--- src/rtl/core/tbo_pkg.sv ---
`timescale 1ns / 1ps
// Types and codes shared by the trigger box overlap table.
// No dependencies; imported by trigger_box_overlap_table_core.
package tbo_pkg;

  // Command codes carried on in_tuser.
  localparam logic [1:0] CMD_ADD    = 2'd0;
  localparam logic [1:0] CMD_REMOVE = 2'd1;
  localparam logic [1:0] CMD_QUERY  = 2'd2;

  // Result status codes carried on out_tuser.
  localparam logic [2:0] ST_DONE    = 3'd0;
  localparam logic [2:0] ST_HIT     = 3'd1;
  localparam logic [2:0] ST_NONE    = 3'd2;
  localparam logic [2:0] ST_FULL    = 3'd3;
  localparam logic [2:0] ST_MISSING = 3'd4;

  // Configuration register indexes.
  localparam logic REG_TRIG_W = 1'b0;
  localparam logic REG_TRIG_H = 1'b1;

  localparam int CoordW = 16;
  localparam int SizeW  = 15;
  localparam int IdW    = 16;

  typedef struct packed {
    logic [IdW-1:0]           ident;
    logic signed [CoordW-1:0] left;
    logic signed [CoordW-1:0] top;
    logic [SizeW-1:0]         wide;
    logic [SizeW-1:0]         tall;
  } slot_t;

endpackage

--- src/rtl/core/trigger_box_overlap_table_core.sv ---
`timescale 1ns / 1ps
// Trigger box overlap table: object boxes held in one synchronous memory,
// scanned for remove and overlap query. Depends on tbo_pkg.
//
// Usage:
//   in_*   : one command beat. in_tuser is the command (add, remove, query),
//            in_tdata carries the id, the box and the trigger corner.
//   out_*  : result beats. out_tuser is the status, out_tdata the hit id,
//            out_tlast marks the final result of a command.
//   cfg_*  : writes trigger width (index 0) or height (index 1); always ready.
// Timing:
//   One command at a time. An add completes in S_ADD once the result register is free.
//   A remove or query walks slots 0 .. used-1 through the memory, one slot a
//   cycle unless stalled, with a registered read; a remove stops at its first
//   match. The read port sets this rate.
//   A query holds its latest hit back until the next hit or the end of the walk
//   so that tlast can be set on the final hit.
// Reset: all slots dead, fill count zero, trigger size zero; no clearing pass.
// Stall: the result register holds while out_tready is low and the slot walk
//   freezes (no new read) until the pending result can be placed.
module trigger_box_overlap_table_core #(
  parameter int ENTRIES = 16
) (
  input  logic         clk,
  input  logic         rst_n,
  // command channel
  input  logic         in_tvalid,
  output logic         in_tready,
  input  logic [111:0] in_tdata,  // obj_id[15:0], box_x[31:16], box_y[47:32],
                                  // box_w[62:48], box_h[77:63], trigger_x[93:78],
                                  // trigger_y[109:94], zero pad[111:110]
  input  logic [1:0]   in_tuser,  // cmd[1:0]
  // result channel
  output logic         out_tvalid,
  input  logic         out_tready,
  output logic [15:0]  out_tdata, // hit_id[15:0]
  output logic [2:0]   out_tuser, // status[2:0]
  output logic         out_tlast,
  // configuration channel
  input  logic         cfg_valid,
  output logic         cfg_ready,
  input  logic         cfg_index,
  input  logic [14:0]  cfg_data
);
  import tbo_pkg::*;

  localparam int IDXW = (ENTRIES > 1) ? $clog2(ENTRIES) : 1;
  localparam int CNTW = $clog2(ENTRIES + 1);

  typedef enum logic [1:0] {
    S_IDLE,
    S_ADD,
    S_SCAN
  } state_t;

  state_t state_r, state_nxt;

  // Latched command
  logic [1:0]              cmd_r, cmd_nxt;
  slot_t                   box_r, box_nxt;
  logic signed [CoordW-1:0] tx_r, tx_nxt;
  logic signed [CoordW-1:0] ty_r, ty_nxt;

  // Configuration
  logic [SizeW-1:0] trig_w_r, trig_w_nxt;
  logic [SizeW-1:0] trig_h_r, trig_h_nxt;

  // Table control
  logic [ENTRIES-1:0] live_r, live_nxt;
  logic [CNTW-1:0]    used_r, used_nxt;

  // Slot walk
  logic [CNTW-1:0] rd_idx_r, rd_idx_nxt;
  logic            ev_valid_r, ev_valid_nxt;
  logic [IDXW-1:0] ev_idx_r, ev_idx_nxt;
  logic            pend_valid_r, pend_valid_nxt;
  logic [IdW-1:0]  pend_id_r, pend_id_nxt;

  // Result register
  logic           out_valid_r, out_valid_nxt;
  logic [2:0]     out_status_r, out_status_nxt;
  logic [IdW-1:0] out_id_r, out_id_nxt;
  logic           out_last_r, out_last_nxt;

  // Memory
  slot_t           slot_mem [ENTRIES];
  slot_t           rdata_r;
  logic            rd_en;
  logic            mem_wr;

  logic           in_fire;
  logic           out_free;
  logic           emit;
  logic [2:0]     emit_status;
  logic [IdW-1:0] emit_id;
  logic           emit_last;
  logic           stall;
  logic           rm_done;
  logic           issue;
  logic           hit;
  logic           match;

  logic signed [CoordW+1:0] s_left, s_right, s_top, s_bottom;
  logic signed [CoordW+1:0] t_left, t_right, t_top, t_bottom;

  assign in_tready  = (state_r == S_IDLE);
  assign in_fire    = in_tvalid && in_tready;
  assign cfg_ready  = 1'b1;
  assign out_free   = !out_valid_r || out_tready;

  assign out_tvalid = out_valid_r;
  assign out_tdata  = out_id_r;
  assign out_tuser  = out_status_r;
  assign out_tlast  = out_last_r;

  // Strict overlap of the slot under evaluation with the trigger rectangle.
  always_comb begin
    s_left   = {{2{rdata_r.left[CoordW-1]}}, rdata_r.left};
    s_top    = {{2{rdata_r.top[CoordW-1]}}, rdata_r.top};
    s_right  = s_left + $signed({3'b000, rdata_r.wide});
    s_bottom = s_top + $signed({3'b000, rdata_r.tall});
    t_left   = {{2{tx_r[CoordW-1]}}, tx_r};
    t_top    = {{2{ty_r[CoordW-1]}}, ty_r};
    t_right  = t_left + $signed({3'b000, trig_w_r});
    t_bottom = t_top + $signed({3'b000, trig_h_r});
  end

  assign hit   = live_r[ev_idx_r] && (t_left < s_right) && (t_right > s_left) &&
                 (t_top < s_bottom) && (t_bottom > s_top);
  assign match = live_r[ev_idx_r] && (rdata_r.ident == box_r.ident);

  always_comb begin
    state_nxt      = state_r;
    cmd_nxt        = cmd_r;
    box_nxt        = box_r;
    tx_nxt         = tx_r;
    ty_nxt         = ty_r;
    trig_w_nxt     = trig_w_r;
    trig_h_nxt     = trig_h_r;
    live_nxt       = live_r;
    used_nxt       = used_r;
    rd_idx_nxt     = rd_idx_r;
    ev_valid_nxt   = ev_valid_r;
    ev_idx_nxt     = ev_idx_r;
    pend_valid_nxt = pend_valid_r;
    pend_id_nxt    = pend_id_r;
    out_valid_nxt  = out_valid_r;
    out_status_nxt = out_status_r;
    out_id_nxt     = out_id_r;
    out_last_nxt   = out_last_r;
    emit           = 1'b0;
    emit_status    = ST_DONE;
    emit_id        = '0;
    emit_last      = 1'b1;
    stall          = 1'b0;
    rm_done        = 1'b0;
    issue          = 1'b0;
    rd_en          = 1'b0;
    mem_wr         = 1'b0;

    if (cfg_valid) begin
      if (cfg_index == REG_TRIG_W) begin
        trig_w_nxt = cfg_data;
      end else begin
        trig_h_nxt = cfg_data;
      end
    end

    if (out_valid_r && out_tready) begin
      out_valid_nxt = 1'b0;
    end

    case (state_r)
      S_IDLE: begin
        if (in_fire) begin
          cmd_nxt        = in_tuser;
          box_nxt.ident  = in_tdata[15:0];
          box_nxt.left   = in_tdata[31:16];
          box_nxt.top    = in_tdata[47:32];
          box_nxt.wide   = in_tdata[62:48];
          box_nxt.tall   = in_tdata[77:63];
          tx_nxt         = in_tdata[93:78];
          ty_nxt         = in_tdata[109:94];
          rd_idx_nxt     = '0;
          ev_valid_nxt   = 1'b0;
          pend_valid_nxt = 1'b0;
          case (in_tuser)
            CMD_ADD:    state_nxt = S_ADD;
            CMD_REMOVE: state_nxt = S_SCAN;
            CMD_QUERY:  state_nxt = S_SCAN;
            default:    state_nxt = S_IDLE;  // unused code: drop silently
          endcase
        end
      end

      S_ADD: begin
        if (out_free) begin
          emit = 1'b1;
          if (used_r == CNTW'(ENTRIES)) begin
            emit_status = ST_FULL;
          end else begin
            emit_status                 = ST_DONE;
            mem_wr                      = 1'b1;
            live_nxt[used_r[IDXW-1:0]]  = 1'b1;
            used_nxt                    = used_r + 1'b1;
          end
          state_nxt = S_IDLE;
        end
      end

      S_SCAN: begin
        // Evaluate the slot held in the read register.
        if (ev_valid_r) begin
          if (cmd_r == CMD_QUERY) begin
            if (hit) begin
              if (pend_valid_r) begin
                if (out_free) begin
                  emit        = 1'b1;
                  emit_status = ST_HIT;
                  emit_id     = pend_id_r;
                  emit_last   = 1'b0;
                  pend_id_nxt = rdata_r.ident;
                end else begin
                  stall = 1'b1;
                end
              end else begin
                pend_valid_nxt = 1'b1;
                pend_id_nxt    = rdata_r.ident;
              end
            end
          end else if (match) begin
            if (out_free) begin
              emit               = 1'b1;
              emit_status        = ST_DONE;
              live_nxt[ev_idx_r] = 1'b0;
              ev_valid_nxt       = 1'b0;
              state_nxt          = S_IDLE;
              rm_done            = 1'b1;
            end else begin
              stall = 1'b1;
            end
          end
        end

        // Advance the walk: issue the next read or close out the command.
        if (!stall && !rm_done) begin
          issue        = (rd_idx_r < used_r);
          rd_en        = issue;
          ev_valid_nxt = issue;
          ev_idx_nxt   = rd_idx_r[IDXW-1:0];
          if (issue) begin
            rd_idx_nxt = rd_idx_r + 1'b1;
          end
          if (!ev_valid_r && !issue && out_free) begin
            emit = 1'b1;
            if (cmd_r == CMD_QUERY) begin
              if (pend_valid_r) begin
                emit_status = ST_HIT;
                emit_id     = pend_id_r;
              end else begin
                emit_status = ST_NONE;
              end
            end else begin
              emit_status = ST_MISSING;
            end
            pend_valid_nxt = 1'b0;
            state_nxt      = S_IDLE;
          end
        end
      end

      default: state_nxt = S_IDLE;
    endcase

    if (emit) begin
      out_valid_nxt  = 1'b1;
      out_status_nxt = emit_status;
      out_id_nxt     = emit_id;
      out_last_nxt   = emit_last;
    end
  end

  // State and registered outputs
  always_ff @(posedge clk) begin
    if (!rst_n) begin
      state_r      <= S_IDLE;
      trig_w_r     <= '0;
      trig_h_r     <= '0;
      live_r       <= '0;
      used_r       <= '0;
      ev_valid_r   <= 1'b0;
      pend_valid_r <= 1'b0;
      out_valid_r  <= 1'b0;
    end else begin
      state_r      <= state_nxt;
      trig_w_r     <= trig_w_nxt;
      trig_h_r     <= trig_h_nxt;
      live_r       <= live_nxt;
      used_r       <= used_nxt;
      ev_valid_r   <= ev_valid_nxt;
      pend_valid_r <= pend_valid_nxt;
      out_valid_r  <= out_valid_nxt;
    end
  end

  // Payload registers
  always_ff @(posedge clk) begin
    cmd_r        <= cmd_nxt;
    box_r        <= box_nxt;
    tx_r         <= tx_nxt;
    ty_r         <= ty_nxt;
    rd_idx_r     <= rd_idx_nxt;
    ev_idx_r     <= ev_idx_nxt;
    pend_id_r    <= pend_id_nxt;
    out_status_r <= out_status_nxt;
    out_id_r     <= out_id_nxt;
    out_last_r   <= out_last_nxt;
  end

  // Slot memory: one write port, one registered read port
  always_ff @(posedge clk) begin
    if (mem_wr) begin
      slot_mem[used_r[IDXW-1:0]] <= box_r;
    end
    if (rd_en) begin
      rdata_r <= slot_mem[rd_idx_r[IDXW-1:0]];
    end
  end

  // Checks
  a_used_bound: assert property (@(posedge clk) disable iff (!rst_n)
    used_r <= CNTW'(ENTRIES))
    else $error("fill count beyond table depth");

  a_eval_in_scan: assert property (@(posedge clk) disable iff (!rst_n)
    ev_valid_r |-> (state_r == S_SCAN))
    else $error("slot evaluation outside a walk");

  a_pend_query: assert property (@(posedge clk) disable iff (!rst_n)
    pend_valid_r |-> (state_r == S_SCAN) && (cmd_r == CMD_QUERY))
    else $error("held hit outside a query walk");

  a_nonlast_is_hit: assert property (@(posedge clk) disable iff (!rst_n)
    (out_valid_r && !out_last_r) |-> (out_status_r == ST_HIT))
    else $error("non-final result that is not a hit");

  a_used_grows_on_add: assert property (@(posedge clk) disable iff (!rst_n)
    (state_r == S_ADD && out_free && used_r != CNTW'(ENTRIES)) |=>
      (used_r == $past(used_r) + 1'b1))
    else $error("add did not advance the fill count");

endmodule
--- config.mk ---
export PLATFORM = sky130hd
export DESIGN_NAME = trigger_box_overlap_table_core
export DESIGN_NICKNAME = d
export VERILOG_FILES = /design/src/rtl/core/tbo_pkg.sv /design/src/rtl/core/trigger_box_overlap_table_core.sv
export SDC_FILE = /design/constraint.sdc
export NUM_CORES = 2
export LEC_CHECK = 0
export BUFFER_PORTS_ARGS = -buffer_cell sky130_fd_sc_hd__buf_2
export CELL_PAD_IN_SITES_DETAIL_PLACEMENT = 1
export CELL_PAD_IN_SITES_GLOBAL_PLACEMENT = 2
export CORE_MARGIN = 3
export CORE_UTILIZATION = 35
export CTS_CLUSTER_SIZE = 8
export DETAILED_ROUTE_END_ITERATION = 16
export MAX_ROUTING_LAYER = met4
export PLACE_DENSITY = 0.62
export SYNTH_ARGS = -nofsm -noshare
export SYNTH_HDL_FRONTEND = slang
export SYNTH_SLANG_ARGS = --single-unit
export TNS_END_PERCENT = 20
--- constraint.sdc ---
create_clock -name clk -period 36.7 [get_ports clk]
set_input_delay 7.34 -clock clk [delete_from_list [all_inputs] [get_ports clk]]
set_output_delay 7.34 -clock clk [all_outputs]
set_load 0.05 [all_outputs]
== Word-level counts from Yosys, hierarchy flattened ==
Memories as Yosys holds them, arrays and structs flattened. A register that Yosys moved wholly into a read port is not among the register bits.
Index checks and enable logic that the tools add are counted.

* Memories kept: 1
* Input port bits: 135
* RAM bits: 1248
* Register bits: 213

{| class="wikitable"
|+ Memories
! memory !! words !! bits a word !! read ports !! clocked after Yosys merged registers in !! wr ports !! line !! source
|-
| slot_mem || 16 || 78 || 1 || 1 || 1 || trigger_box_overlap_table_core.sv:86 || <nowiki>slot_t slot_mem [ENTRIES];</nowiki>
|}

* Order comparisons: 9
* Muxes and demuxes: 89
* Reduce and logical (&&, ||, !) cells: 34
* Bitwise operators: 5
* Add/sub/neg operators: 6
* Equal/unequal tests: 17

{| class="wikitable"
|+ Operator list
! cell !! count
|-
| 16-bit two-way mux || 17
|-
| 16-bit by 16-bit adder with 17-bit output || 4
|-
| 1-bit two-way mux || 43
|-
| 17-bit by 16-bit > comparator with 1-bit output || 2
|-
| 16-bit by 17-bit < comparator with 1-bit output || 2
|-
| 16-bit case mux with 2 select lines || 1
|-
| 2-bit two-way mux || 10
|-
| 16-bit bitwise AND || 1
|-
| 16-bit equality test || 1
|-
| 2-bit != test, second input constant || 8
|-
| 16-bit inverter || 1
|-
| 16-bit bitwise OR || 1
|-
| 3-bit two-way mux || 5
|-
| 5-bit two-way mux || 3
|-
| 1-bit logical AND || 12
|-
| 5-bit by 1-bit adder with 5-bit output, second input constant || 2
|-
| 4-bit by 5-bit < comparator with 1-bit output, second input constant || 2
|-
| 5-bit case mux with 2 select lines || 1
|-
| 2-bit AND reduction || 5
|-
| 5-bit AND reduction || 2
|-
| 1-bit demux with 4-bit select || 2
|-
| 4-bit by 1-bit >= comparator with 1-bit output, second input constant || 2
|-
| 7-bit AND reduction || 1
|-
| 2-bit equality test, second input constant || 3
|-
| 17 further kinds || 29
|}

== Logic depth before layout (Yosys ltp) ==
* Depth in word-level cells: 15
* Depth in mapped cells: 20
* Gate-level depth less buffers: 19

== Least setup slack after synthesis ==
No wires, ideal clock.

* Path kind: input to register
* From: input port out_tready
* To: register rdata_r[0] (netlist name)
* Arrival time: 15.184 ns
* Path buffers: 1
* Setup slack: 20.808 ns
* Data required time: 35.992 ns
* Cell stages on the path: 5
* Cell sequence: nor2b_1 -> clkbuf_1 -> nand2_1 -> nor4b_1 -> nor4bb_1

* Word-level cells in the longest chain between the ends: 11
* Elaborated cells between the ends (all ways): 18
* Those cells by class: mux (14); reduce/logical (4)

{| class="wikitable"
|+ Ends and longest elaborated chain
! what !! line !! source
|-
| start, declared || trigger_box_overlap_table_core.sv:35 || <nowiki>input logic out_tready,</nowiki>
|-
| 1-bit logical OR * || trigger_box_overlap_table_core.sv:109 || <nowiki>assign out_free = !out_valid_r || out_tready;</nowiki>
|-
| 1-bit two-way mux || trigger_box_overlap_table_core.sv:217, trigger_box_overlap_table_core.sv:232 ||
|-
| 1-bit two-way mux || trigger_box_overlap_table_core.sv:216 || <nowiki>if (pend_valid_r) begin</nowiki>
|-
| 1-bit two-way mux || trigger_box_overlap_table_core.sv:215 || <nowiki>if (hit) begin</nowiki>
|-
| 1-bit two-way mux || trigger_box_overlap_table_core.sv:214 || <nowiki>if (cmd_r == CMD_QUERY) begin</nowiki>
|-
| 1-bit two-way mux || trigger_box_overlap_table_core.sv:213 || <nowiki>if (ev_valid_r) begin</nowiki>
|-
| 1-bit two-way mux || trigger_box_overlap_table_core.sv:173 || <nowiki>case (state_r)</nowiki>
|-
| 1-bit zero test || trigger_box_overlap_table_core.sv:246 || <nowiki>if (!stall && !rm_done) begin</nowiki>
|-
| 1-bit logical AND * || trigger_box_overlap_table_core.sv:246 ||
|-
| 1-bit two-way mux * || trigger_box_overlap_table_core.sv:246 ||
|-
| 1-bit two-way mux * || trigger_box_overlap_table_core.sv:173 ||
|-
| net rd_en || trigger_box_overlap_table_core.sv:88 || <nowiki>logic rd_en;</nowiki>
|}

The timed path passes the listed nets; every way through them passes the cells marked *. The select of a mux whose other input is x is not followed.
A chain may end at the register's enable or synchronous reset.

== Final worst setup path ==
* From: input port out_tready
* To: memory slot_mem[0][54] (netlist name), enable pin

* Word-level cells in the longest chain between the ends: 5

{| class="wikitable"
|+ Ends and longest elaborated chain
! what !! line !! source
|-
| 1-bit logical OR || trigger_box_overlap_table_core.sv:109 ||
|-
| 1-bit two-way mux || trigger_box_overlap_table_core.sv:197 || <nowiki>if (out_free) begin</nowiki>
|-
| 1-bit two-way mux || trigger_box_overlap_table_core.sv:173 ||
|-
| 1-bit two-way mux || trigger_box_overlap_table_core.sv:322 || <nowiki>if (mem_wr) begin</nowiki>
|-
| 1-bit two-way mux (implied by the code) || trigger_box_overlap_table_core.sv:323 || <nowiki>slot_mem[used_r[IDXW-1:0]] <= box_r;</nowiki>
|-
| end, declared || trigger_box_overlap_table_core.sv:86 ||
|}

Every way passes these cells.

==> impl_metrics.env <==
export IMPL_utilization_pct=41.0
export IMPL_ant_nets=0
export IMPL_io_buffers=154
export IMPL_place_congestion=0.821
export IMPL_final_setup_viol_count=0
export IMPL_start_util_pct=35.4
export IMPL_clk_pin_slew_ps=50
export IMPL_crit_chain="buf_2, nor2b_1, nor2_1, nand2_1, nor3_1, and2_4, buf_4, buf_4"
export IMPL_finalNonFillerCells=5648
export IMPL_numCtsBuffers=211
export IMPL_powerDensity_mw_per_mm2=61.2
export IMPL_peakVddDrop_v=0.0000450
export IMPL_io_pins=158
export IMPL_routed_wl_microns=161000
export IMPL_end_kind="flop"
export IMPL_crit_arrival_ps=10600
export IMPL_hp_class="reg2reg"
export IMPL_yosys_area_top_type_share_pct=72.9
export IMPL_p_total_mw=4.33
export IMPL_fp_row_count=152
export IMPL_whs_ps=475
export IMPL_place_area_sq_mm=0.0648
export IMPL_m1WireLength_microns=68300
export IMPL_fin_ws_ps=26540
export IMPL_cts_sinks=1539
export IMPL_cts_root_buf="clkbuf_16"
export IMPL_synth_cell_type_count=66
export IMPL_cpMostUsedCell="buf_4"
export IMPL_synth_seq_cells=1539
export IMPL_fp_dieArea_sq_mm=0.180
export IMPL_clk_insertion_delay_late_ps=850
export IMPL_synth_top_flop_cell="edfxtp_1"
export IMPL_post_cts_resized=0
export IMPL_crit_path_max_fanout=38
export IMPL_wl_per_cell_microns=28.6
export IMPL_cts_tree="yes"
export IMPL_dpl_cell_count=5355
export IMPL_grt_max_degree=152
export IMPL_cts_buffer_depth=3
export IMPL_slowest_delay_ps=750
export IMPL_fmax_mhz=98.4
export IMPL_tightest_slew_ps=1130
export IMPL_period_share_pct=27.7
export IMPL_async_flop_share_pct=0
export IMPL_drtIter0Drc=2434
export IMPL_maxCapViolCount=0
export IMPL_area_growth_syn_to_layout_pct=15.7
export IMPL_core_sq_mm=0.172
export IMPL_leakage_nw=23.0
export IMPL_grt_pass1_vias=32400
export IMPL_die_x_microns=424
export IMPL_finalSetupTns_ps=0
export IMPL_synth_edf_count=1483
export IMPL_top_layer="met4"
export IMPL_crit_type="in2reg"
export IMPL_grt_usage_pct=18.6
export IMPL_hold_viol=0
export IMPL_syn_area_sq_mm=0.0611
export IMPL_skew_ps=75.2
export IMPL_nets=3537
export IMPL_postCtsHoldBufs=0
export IMPL_synth_area_top_cells="edfxtp_1, mux4_2, ha_1"
export IMPL_syn_inst=2953
export IMPL_fin_area_sq_mm=0.0707
export IMPL_drc=0
export IMPL_postSynthAreaPerCell_sq_um=20.7
export IMPL_grt_ovfl_total=0
export IMPL_cts_max_level=4
export IMPL_finalCriticalPeriod_ps=10160
export IMPL_slew_violations=0
export IMPL_met3_length_microns=6910
export IMPL_synth_seq_area_share_pct=74.7
export IMPL_antenna_found_initial=7
export IMPL_vias=29800
export IMPL_cp_data_required_time_ps=37130
export IMPL_slew_headroom_pct=24.3
export IMPL_cts_setup_buffers=0
export IMPL_drtPass1Iterations=5
export IMPL_drive_above_1_share_pct=25.7
export IMPL_grt_pass1_wl_microns=234000
export IMPL_synth_top_area_cell="edfxtp_1"
export IMPL_hpwl_microns=92000
export IMPL_start_kind="primary input"
export IMPL_rsz0062_at_grt="no"
export IMPL_die_h_microns=424
export IMPL_cpMaxStageDelayCell="buf_4"
export IMPL_viasPerCell=5.27
export IMPL_syn_nets=3232
export IMPL_dr_wl_met2_microns=82800
export IMPL_status="completed"
export IMPL_dp_slack_ps=25650
export IMPL_ys_warn_count=0
==> cell usage after synthesis (11+ instances only) <==
library cell / instances
mux4_2: 395
nand2b_1: 14
nor3_1: 27
a21oi_1: 84
a31oi_1: 18
nor2b_1: 13
ha_1: 140
a21o_1: 25
and2_1: 26
dfxtp_1: 56
nand2_1: 119
o21ai_0: 31
clkbuf_1: 80
buf_1: 26
o21a_1: 11
edfxtp_1: 1483
xnor2_1: 36
nand4_1: 13
nand3_1: 32
inv_1: 80
nor2_1: 79
a211oi_1: 15
xor2_1: 32
==> power by group <==
| part | leakage, nW | switching (mW) | internal, mW |
|---|---|---|---|
| sequential | 13.9 | 0.0427 | 1.98 |
| combinational | 6.22 | 0.278 | 0.267 |
| clock | 2.83 | 0.719 | 1.04 |
==> worst max-delay path: cells and delay by family <==
family                 cells  cell delay (ps)
and+or+nand+nor            5             1700
buffers and inverters      3             1430
==> flip-flops by register name, indices dropped and copies added, names as in the netlist, 2 cells and up <==
name	count
rd_idx_r	5
trig_w_r	15
rdata_r	78
out_tuser	3
ty_r	16
box_r	78
slot_mem	1248
state_r	2
tx_r	16
live_r	16
pend_id_r	16
trig_h_r	15
used_r	5
out_tdata	16
cmd_r	2
ev_idx_r	4
==> metal layers <==
metal,vias to the layer above,GRT usage [%]
li1,12800,-
met1,16000,23.7
met2,738,31.2
met3,233,2.94
met4,0,4.93
met5,-,-
==> layout make-up <==
type / count / area (sq um)
clock inverters: 19 / 382
repair buffers: 201 / 1170
clock buffers: 271 / 5530
inverters: 80 / 300
well taps: 2310 / 2890
multi-input cells: 1225 / 14800
flip-flops and latches: 1539 / 45700
fillers: 16300 / 102000
diodes: 3 / 7.51
==> cell families (layout without fill, tap and decap cells) <==
| logic type | count (synthesis) | count (layout) | synth area share [%] |
|---|---|---|---|
| compound gates | 245 | 245 | 2.59 |
| xor+xnor | 68 | 68 | 0.975 |
| fa+ha+maj | 144 | 144 | 3.00 |
| buf+inv | 189 | 571 | 1.18 |
| flops | 1539 | 1539 | 74.7 |
| mux | 395 | 395 | 14.6 |
| other cells | 1 | 4 | 0.00614 |
| simple gates | 372 | 372 | 2.98 |
==> cell usage in the layout (no fill, tap or decap), drive strengths merged, types with 10 or more instances in the layout <==
cell / instances
buf: 201
nor3: 27
a21oi: 84
nand2: 119
clkbuf: 271
clkinv: 17
nand2b: 14
a31oi: 18
ha: 140
xnor2: 36
nand3: 32
xor2: 32
a21o: 25
and3: 10
o21ai: 32
inv: 82
nor2b: 13
nor2: 79
mux4: 395
and2: 27
nand4: 13
dfxtp: 56
edfxtp: 1483
a211oi: 15
o21a: 11
==> worst paths after layout <==
check | from | endpoint | slack, ps | cells after the start
worst max-delay path | out_tready | slot_mem[0][54]$_DFFE_PP_ | 26540 | 8
worst min-delay path | trig_w_r[14]$_SDFFE_PN0P_ | trig_w_r[14]$_SDFFE_PN0P_ | 470 | 2
worst min register to register | trig_w_r[14]$_SDFFE_PN0P_ | trig_w_r[14]$_SDFFE_PN0P_ | 470 | 2
worst max register to register | ty_r[0]$_DFFE_PP_ | rdata_r[8]$_DFFE_PP_ | 29490 | 21
Note: power is estimated with default switching activity, not from simulation.
